===== config.mk =====
export PLATFORM = sky130hd
export DESIGN_NAME = uart_rx_ring_buffer_top
export DESIGN_NICKNAME = d
export VERILOG_FILES = /design/src/rtl/urrb_pkg.sv /design/src/rtl/uart_rx_ring_buffer_top.sv /design/src/rtl/urrb_ctrl.sv /design/src/rtl/urrb_datapath.sv
export SDC_FILE = /design/constraint.sdc
export NUM_CORES = 1
export LEC_CHECK = 0
export BUFFER_PORTS_ARGS = -buffer_cell sky130_fd_sc_hd__buf_2
export CORE_MARGIN = 3
export CORE_UTILIZATION = 55
export CTS_CLUSTER_SIZE = 12
export DETAILED_ROUTE_END_ITERATION = 8
export PLACE_DENSITY = 0.78
export SLEW_MARGIN = 20
export SYNTH_ARGS = -nofsm -noshare
export SYNTH_HDL_FRONTEND = slang
export SYNTH_SLANG_ARGS = --single-unit
export TNS_END_PERCENT = 1

===== constraint.sdc =====
create_clock -name clk -period 3 [get_ports clk]
set_input_delay 0.6 -clock clk [delete_from_list [all_inputs] [get_ports clk]]
set_output_delay 0.6 -clock clk [all_outputs]
set_load 0.005 [all_outputs]

===== src/rtl/urrb_pkg.sv =====
package urrb_pkg;

	localparam int unsigned DEPTH_DEF = 64;

	typedef enum logic [1:0] {
		OP_BYTE  = 2'd0,
		OP_EVENT = 2'd1,
		OP_ERROR = 2'd2,
		OP_READ  = 2'd3
	} op_e;

	typedef enum logic [2:0] {
		ST_SUCCESS  = 3'd0,
		ST_RECEIVED = 3'd1,
		ST_FRAMING  = 3'd2,
		ST_PARITY   = 3'd3,
		ST_OVERRUN  = 3'd4,
		ST_OVERFLOW = 3'd5,
		ST_UNKNOWN  = 3'd6,
		ST_NODATA   = 3'd7
	} status_e;

	typedef struct packed {
		logic [1:0] op;
		logic [7:0] rx_byte;
		logic       overrun_flag;
		logic       framing_flag;
		logic       parity_flag;
	} req_t;

	typedef struct packed {
		logic       byte_valid;
		logic [7:0] read_byte;
		logic [2:0] status_code;
	} rsp_t;

	// Command from the controller to the datapath.
	typedef struct packed {
		logic exec;
	} ctl_cmd_t;

	// Status from the datapath.
	typedef struct packed {
		logic empty;
		logic full;
	} dp_status_t;

endpackage


===== src/rtl/uart_rx_ring_buffer_top.sv =====
// Receive side of a serial port: a ring buffer of received bytes plus one
// sticky status code.
// The request channel (req_valid, req_stall, req) carries one beat per
// event: a received byte, a receive event, an error event or a user read.
// The response channel (rsp_valid, rsp_stall, rsp) returns exactly one beat
// per request: the popped byte with its valid flag and the status code.
// A request taken at one edge is executed at that edge, and its response is
// shown from the next cycle on.
// Throughput is one beat per cycle unless a response stalls; the response
// register is the only stage, and memory sees at most one access per beat.
// When the receiver stalls a response, the response holds and req_stall
// rises, so no further request is taken until the response is gone.
// Reset empties the buffer (pointers and fill count clear) and sets the
// status to success. The buffer contents are not cleared and need no
// clearing pass; the fill count guards every read.
module uart_rx_ring_buffer_top
	import urrb_pkg::*;
#(
	parameter int unsigned DEPTH = DEPTH_DEF
) (
	input  logic clk,
	input  logic arst_n,
	input  logic req_valid,
	output logic req_stall,
	input  req_t req,
	output logic rsp_valid,
	input  logic rsp_stall,
	output rsp_t rsp
);

	ctl_cmd_t   cmd;
	dp_status_t dp_st;

	urrb_ctrl u_ctrl (
		.clk       (clk),
		.arst_n    (arst_n),
		.req_valid (req_valid),
		.req_stall (req_stall),
		.rsp_valid (rsp_valid),
		.rsp_stall (rsp_stall),
		.cmd       (cmd)
	);

	urrb_datapath #(
		.DEPTH (DEPTH)
	) u_datapath (
		.clk    (clk),
		.arst_n (arst_n),
		.cmd    (cmd),
		.req    (req),
		.rsp    (rsp),
		.status (dp_st)
	);

	a_not_full_and_empty: assert property (@(posedge clk) disable iff (!arst_n)
		!(dp_st.full && dp_st.empty))
		else $error("buffer reports full and empty at once");

	a_exec_gives_rsp: assert property (@(posedge clk) disable iff (!arst_n)
		cmd.exec |=> rsp_valid)
		else $error("executed request produced no response");

	a_byte_fills: assert property (@(posedge clk) disable iff (!arst_n)
		cmd.exec && (req.op == OP_BYTE) |=> !dp_st.empty)
		else $error("buffer empty after a received byte");

	a_empty_read_no_byte: assert property (@(posedge clk) disable iff (!arst_n)
		cmd.exec && (req.op == OP_READ) && dp_st.empty |=> !rsp.byte_valid)
		else $error("read of empty buffer returned a byte");

endmodule


===== src/rtl/urrb_ctrl.sv =====
module urrb_ctrl
	import urrb_pkg::*;
(
	input  logic     clk,
	input  logic     arst_n,
	input  logic     req_valid,
	output logic     req_stall,
	output logic     rsp_valid,
	input  logic     rsp_stall,
	output ctl_cmd_t cmd
);

	typedef enum logic [1:0] {
		S_IDLE = 2'b01,
		S_HOLD = 2'b10
	} state_t;

	state_t state_q;
	state_t state_d;
	logic   accept;

	// A new beat is taken whenever the result register is empty or being drained.
	assign req_stall = (state_q == S_HOLD) && rsp_stall;
	assign accept    = req_valid && !req_stall;
	assign rsp_valid = (state_q == S_HOLD);
	assign cmd.exec  = accept;

	always_comb begin
		state_d = state_q;
		case (state_q)
			S_IDLE: begin
				if (accept) begin
					state_d = S_HOLD;
				end
			end
			S_HOLD: begin
				if (accept) begin
					state_d = S_HOLD;
				end else if (!rsp_stall) begin
					state_d = S_IDLE;
				end
			end
			default: begin
				state_d = S_IDLE;
			end
		endcase
	end

	always_ff @(posedge clk or negedge arst_n) begin
		if (!arst_n) begin
			state_q <= S_IDLE;
		end else begin
			state_q <= state_d;
		end
	end

endmodule


===== src/rtl/urrb_datapath.sv =====
module urrb_datapath
	import urrb_pkg::*;
#(
	parameter int unsigned DEPTH = DEPTH_DEF
) (
	input  logic       clk,
	input  logic       arst_n,
	input  ctl_cmd_t   cmd,
	input  req_t       req,
	output rsp_t       rsp,
	output dp_status_t status
);

	localparam int unsigned AW = (DEPTH > 1) ? $clog2(DEPTH) : 1;
	localparam int unsigned CW = $clog2(DEPTH + 1);
	localparam logic [AW-1:0] LAST_PTR = AW'(DEPTH - 1);
	localparam logic [CW-1:0] FULL_CNT = CW'(DEPTH);

	logic [7:0]    mem [DEPTH];
	logic [AW-1:0] wr_ptr_q;
	logic [AW-1:0] rd_ptr_q;
	logic [CW-1:0] count_q;
	status_e       port_status_q;
	logic          bvalid_q;
	logic [7:0]    rdata_q;
	logic [2:0]    code_q;

	logic    empty;
	logic    full;
	logic    do_write;
	logic    do_read;
	status_e status_d;
	status_e code_d;
	op_e     op;

	assign op    = op_e'(req.op);
	assign empty = (count_q == '0);
	assign full  = (count_q == FULL_CNT);

	assign status.empty = empty;
	assign status.full  = full;

	assign do_write = cmd.exec && (op == OP_BYTE) && !full;
	assign do_read  = cmd.exec && (op == OP_READ) && !empty;

	always_comb begin
		status_d = port_status_q;
		code_d   = port_status_q;
		case (op)
			OP_BYTE: begin
				status_d = full ? ST_OVERFLOW : ST_RECEIVED;
				code_d   = status_d;
			end
			OP_EVENT: begin
				status_d = ST_UNKNOWN;
				code_d   = status_d;
			end
			OP_ERROR: begin
				if (req.overrun_flag) begin
					status_d = ST_OVERRUN;
				end else if (req.framing_flag) begin
					status_d = ST_FRAMING;
				end else if (req.parity_flag) begin
					status_d = ST_PARITY;
				end else begin
					status_d = ST_UNKNOWN;
				end
				code_d = status_d;
			end
			OP_READ: begin
				if (!empty) begin
					// The last buffered byte leaves: a plain "received" goes back to success.
					if ((count_q == CW'(1)) && (port_status_q == ST_RECEIVED)) begin
						status_d = ST_SUCCESS;
					end
					code_d = status_d;
				end else if (port_status_q == ST_SUCCESS) begin
					code_d = ST_NODATA;
				end else begin
					code_d   = port_status_q;
					status_d = ST_SUCCESS;
				end
			end
			default: begin
				status_d = port_status_q;
				code_d   = port_status_q;
			end
		endcase
	end

	always_ff @(posedge clk) begin
		if (do_write) begin
			mem[wr_ptr_q] <= req.rx_byte;
		end
		if (do_read) begin
			rdata_q <= mem[rd_ptr_q];
		end
	end

	always_ff @(posedge clk) begin
		if (cmd.exec) begin
			code_q <= code_d;
		end
	end

	always_ff @(posedge clk or negedge arst_n) begin
		if (!arst_n) begin
			wr_ptr_q      <= '0;
			rd_ptr_q      <= '0;
			count_q       <= '0;
			port_status_q <= ST_SUCCESS;
			bvalid_q      <= 1'b0;
		end else begin
			if (cmd.exec) begin
				port_status_q <= status_d;
				bvalid_q      <= do_read;
			end
			if (do_write) begin
				wr_ptr_q <= (wr_ptr_q == LAST_PTR) ? '0 : wr_ptr_q + AW'(1);
				count_q  <= count_q + CW'(1);
			end
			if (do_read) begin
				rd_ptr_q <= (rd_ptr_q == LAST_PTR) ? '0 : rd_ptr_q + AW'(1);
				count_q  <= count_q - CW'(1);
			end
		end
	end

	assign rsp.byte_valid  = bvalid_q;
	assign rsp.read_byte   = bvalid_q ? rdata_q : 8'd0;
	assign rsp.status_code = code_q;

endmodule

==> flow_results.org <==
** Global routing
- Global route overflow :: 0
- The number of global-route vias before repair came to 11.3k.
- For this run, the total global-route usage over all layers was measured as 0.232.
- Number of antenna violations at the first check in global routing :: 1
- Pin count of the biggest net entering global routing :: 65
- The first global-routing pass estimated 71,900 um of wire.

** Placement
- Post-DP Area :: 23,300 sq um
- The congestion estimate from routability-driven global placement came to 0.869.
- The wire-length estimate of the detail-placed layout is 30,000 um.
- Counting tap cells, the placed design contains a total of 1,714 instances.
- Number of buffer cells added on primary ports :: 30

** Synthesis
- The most used flip-flop cell after synthesis is sky130_fd_sc_hd__edfxtp_1.
- The synthesized design contains 523 enable-type register cells.
- The cell area that synthesis handed to floorplanning was 21,700 sq um.
- The share of the Yosys chip area taken by registers is 0.752.
- YS warnings :: 0
- Avg Inst Size Synth :: 19.8 sq um
- The synthesized-area fraction occupied by ao, oa, aoi and oai cells is 0.0377.
- After synthesis, the share of cell area in mux cells is 0.145.
- Combinational family with the most area after synthesis :: multiplexers
- In this run, synthesis produced a sequential element count of 548.
- Cell count after synthesis :: 1,100
- Count of cell types in the netlist :: 58
- Synthesis produced a netlist with a net count of 1,124.
- After synthesis, the share of flip-flops with an asynchronous set or reset is 0.0456.
- Xor/xnor share of the synthesized area :: 0.00363
- Of the total synthesized cell area, the portion taken by AND, OR, NAND and NOR gates is 0.0419.
- Adder and majority gate portion of the synthesized area :: 0.00403

** CTS
- In this run the clock root is driven by a sky130_fd_sc_hd__clkbuf_16.
- Clock slew seen by the registers of the worst setup and hold paths :: 0.06 ns
- The clock net in this run drives a total of 548 sinks.
- The clock reaches the later pin of the worst-skew pair after 0.58 ns.
- The longest clock path from root to sink contains 3 buffers.
- For this design, the CTS-stage hold fixing added 0 buffers.
- # H-tree levels :: 2
- CTS Buf Count :: 54
- TritonCTS clock tree :: yes
- Post-CTS repair changed the size of 0 cells.
- Postcts setup bufs :: 0

** Finish
- 0 antenna diodes ended up in the layout.
- Final design utilization :: 0.638
- Final cell area excluding filler cells :: 24,800 sq um
- After the flow finishes, the layout carries non-filler instances totaling 1,795.
- Signed area change from the synthesized netlist to the final layout :: 14.0%
- Final net count :: 1,276
- Of the cells placed in the final design, the portion with a size suffix greater than 1 is 0.290.

** Worst setup path
- R2R Path Start :: u_ctrl.state_q[0]
- Along the worst path, the maximum fanout reaches 8.
- For the worst flop-to-flop path, the logic depth is 8.
- By startpoint and endpoint, the worst setup path is classified as flop to flop.
- Tracing the worst setup path back leads to its startpoint at u_ctrl.state_q[0].
- Worst R2R Setup Slack :: 0.24 ns
- CP endpoint kind :: flop
- Arrival time of the worst setup path :: 3.03 ns
- The worst register-to-register path ends at u_datapath.mem[28][5].
- Data required time at the worst endpoint :: 3.28 ns
- Crit start category :: flop

** Drt
- In the routed design, unresolved DRC markers number 0.
- Post-route ant nets :: 0
- Across all layers, the routed design uses 11.3k vias.
- Before antenna repair, the detailed router went through 5 iterations.
- Dividing the detail-routed wire length by the instance count gives 26.5 um.
- Iteration-0 DRC count of the detailed router :: 1,297
- Aggregate routed wire length :: 47,600 um
- Vias per inst :: 6.27

** Power and ir drop
- Of the total power, registers draw 0.466.
- VDD IR-drop max :: 0.000442 V
- The share of total power dissipated in combinational logic is 0.228.
- Clock share of power :: 0.306
- Power density cells :: 779 nW/um^2
- Leakage power figure :: 8.06 nW
- Of the total power, the share spent switching nets is 0.269.
- Summed over all nets, the switching power comes to 5.18 mW.
- Cell-internal power :: 14.1 mW

** Floorplan
- Core Region :: 38,800 sq um
- The die is 205 um wide.
- Top-level I/O count :: 31
- The floorplan has 72 rows.
- Die Ht :: 205 um
- The initial utilization of the core area, before any placement, comes to 0.560.
- The floorplan step defined a die boundary enclosing 41,900 sq um.

** STA
- Of the available clock period, the critical path in the final layout requires 0.919.
- Measured slew at the worst slew-check pin :: 0.894 ns
- After routing, the total negative slack on setup checks comes to 0 ns.
- Slew Limit Fails :: 0
- The worst path needs 2.76 ns of the cycle, external delays included.
- The hold violation count in the final report was 0.
- Clock skew after layout :: 0.0263 ns
- Number of setup violations in the final report :: 0
- The worst pin sits at a relative slew slack of 0.404.
- Maximum operating frequency :: 363 MHz
- Setup repair after global routing left no endpoint under its margin.

** Status
- The flow ran to the end, and the final reports show no timing, DRC or antenna violations.

** Flow run
- Max-cap violations in this run came to 0.

** Min path
- Class of the tightest hold or removal check :: input pin to asynchronous set/reset pin
[cell type report]
cell class / instances / area, sq um
sequential: 548 / 16300
fill: 2504 / 14100
multi-input combinational: 483 / 5040
clock buffer: 67 / 1420
timing repair buffer: 156 / 1210
tap: 518 / 648
clock inverter: 14 / 78.8
inverter: 9 / 33.8
[cells in the mapped netlist (2+ instances only)]
master,count,area (sq um)
sky130_fd_sc_hd__buf_1,9,33.8
sky130_fd_sc_hd__nand2b_1,6,37.5
sky130_fd_sc_hd__or2_2,4,25.0
sky130_fd_sc_hd__nor3_1,6,30.0
sky130_fd_sc_hd__nor4_1,2,12.5
sky130_fd_sc_hd__buf_2,14,70.1
sky130_fd_sc_hd__edfxtp_1,523,15700
sky130_fd_sc_hd__a22oi_1,10,75.1
sky130_fd_sc_hd__o31ai_1,3,22.5
sky130_fd_sc_hd__xnor2_1,9,78.8
sky130_fd_sc_hd__inv_1,8,30.0
sky130_fd_sc_hd__o211ai_1,5,37.5
sky130_fd_sc_hd__and3_1,3,18.8
sky130_fd_sc_hd__mux4_2,124,2790
sky130_fd_sc_hd__dfrtp_1,24,601
sky130_fd_sc_hd__o22ai_1,13,81.3
sky130_fd_sc_hd__buf_6,8,90.1
sky130_fd_sc_hd__o221ai_1,7,61.3
sky130_fd_sc_hd__nand2_1,40,150
sky130_fd_sc_hd__or3b_2,2,17.5
sky130_fd_sc_hd__a31o_2,4,35.0
sky130_fd_sc_hd__nand3_1,11,55.1
sky130_fd_sc_hd__nand3b_1,6,45.0
sky130_fd_sc_hd__clkbuf_1,22,82.6
sky130_fd_sc_hd__a31oi_1,2,12.5
sky130_fd_sc_hd__a221oi_1,16,140
sky130_fd_sc_hd__a211oi_1,4,30.0
sky130_fd_sc_hd__nor2_1,90,338
sky130_fd_sc_hd__mux2i_1,26,260
sky130_fd_sc_hd__o21ai_0,26,130
sky130_fd_sc_hd__mux2_2,8,90.1
sky130_fd_sc_hd__nor2b_1,6,37.5
sky130_fd_sc_hd__buf_4,6,45.0
sky130_fd_sc_hd__ha_1,7,87.6
sky130_fd_sc_hd__and2_1,12,75.1
sky130_fd_sc_hd__a21oi_1,6,30.0
sky130_fd_sc_hd__a22o_1,6,52.6
sky130_fd_sc_hd__a311oi_1,2,17.5
[cell usage in the layout, fill, tap and decap left out, drive strengths merged, types with 8 or more instances in the layout]
| cell type | synthesis | layout |
|---|---|---|
| o22ai | 13 | 13 |
| a221oi | 16 | 16 |
| nand2 | 40 | 40 |
| mux2i | 26 | 26 |
| and2 | 12 | 12 |
| nor2 | 92 | 92 |
| mux4 | 124 | 124 |
| nand3 | 12 | 12 |
| edfxtp | 523 | 523 |
| a22oi | 10 | 10 |
| inv | 9 | 11 |
| buf | 37 | 156 |
| xnor2 | 9 | 9 |
| dfrtp | 24 | 24 |
| mux2 | 8 | 8 |
| o21ai | 26 | 26 |
| clkinv | 0 | 12 |
| clkbuf | 23 | 67 |
[state kept, by name, summed over array words and instances (netlist names)]
name                      count
u_datapath.mem              512
u_datapath.rdata_q            8
u_datapath.count_q            7
u_datapath.rd_ptr_q           6
u_datapath.wr_ptr_q           6
u_datapath.code_q             3
u_datapath.port_status_q      3
u_ctrl.state_q                2
u_datapath.bvalid_q           1
[worst max path at each step]
stage	to	cells after the start	slack (ns)
after global placement	u_datapath.mem[44][5]	8	0.34
after CTS	u_datapath.mem[36][7]	8	0.29
after global routing	u_datapath.mem[57][0]	9	0.14
after floorplan	u_datapath.mem[54][0]	9	0.25
after detailed placement	u_datapath.mem[36][4]	8	0.28
final	u_datapath.mem[28][5]	8	0.24
[per-stage QoR]
step / hold slack, ns / power (mW) / setup slack, ns
3_3_place_gp: 0.516 / 13.4 / 0.339
3_5_place_dp: 0.519 / 13.5 / 0.278
6_report: 0.0341 / 19.3 / 0.244
2_1_floorplan: 0.304 / 12.2 / 0.254
4_1_cts: 0.0414 / 19.4 / 0.294
5_1_grt: 0.0654 / 20.0 / 0.135
[cells by family after synthesis]
group	Yosys count
compound gates	113
xor+xnor	9
fa+ha+maj	7
buf+inv	69
flops	548
mux	158
simple gates	196
[worst max-delay path, cell delays in order (launching register included)]
cell and delay [ns]:
sky130_fd_sc_hd__dfstp_2 0.53, sky130_fd_sc_hd__inv_1 0.05, sky130_fd_sc_hd__ha_1 0.26, sky130_fd_sc_hd__a21bo_2 0.22, sky130_fd_sc_hd__a311o_1 0.42, sky130_fd_sc_hd__nor2_4 0.15
sky130_fd_sc_hd__nand2_1 0.39, sky130_fd_sc_hd__nor2_1 0.24, sky130_fd_sc_hd__buf_4 0.19
[power by group through the flow]
stage	registers (mW)	clock network, mW	logic [mW]
5_1_grt	9.02	6.31	4.68
2_1_floorplan	8.85	0	3.31
3_3_place_gp	9.13	0	4.30
4_1_cts	8.98	6.01	4.41
3_5_place_dp	9.14	0	4.37
6_report	8.99	5.91	4.39
[layer usage]
metal,share of wire,GRT usage,vias to the layer above
met5,0.00019,0,-
met4,0.031,0.0796,2
met3,0.085,0.0431,86
met2,0.49,0.371,580
met1,0.39,0.330,5786
li1,-,-,4804
Power figures use the tool's default switching activity.
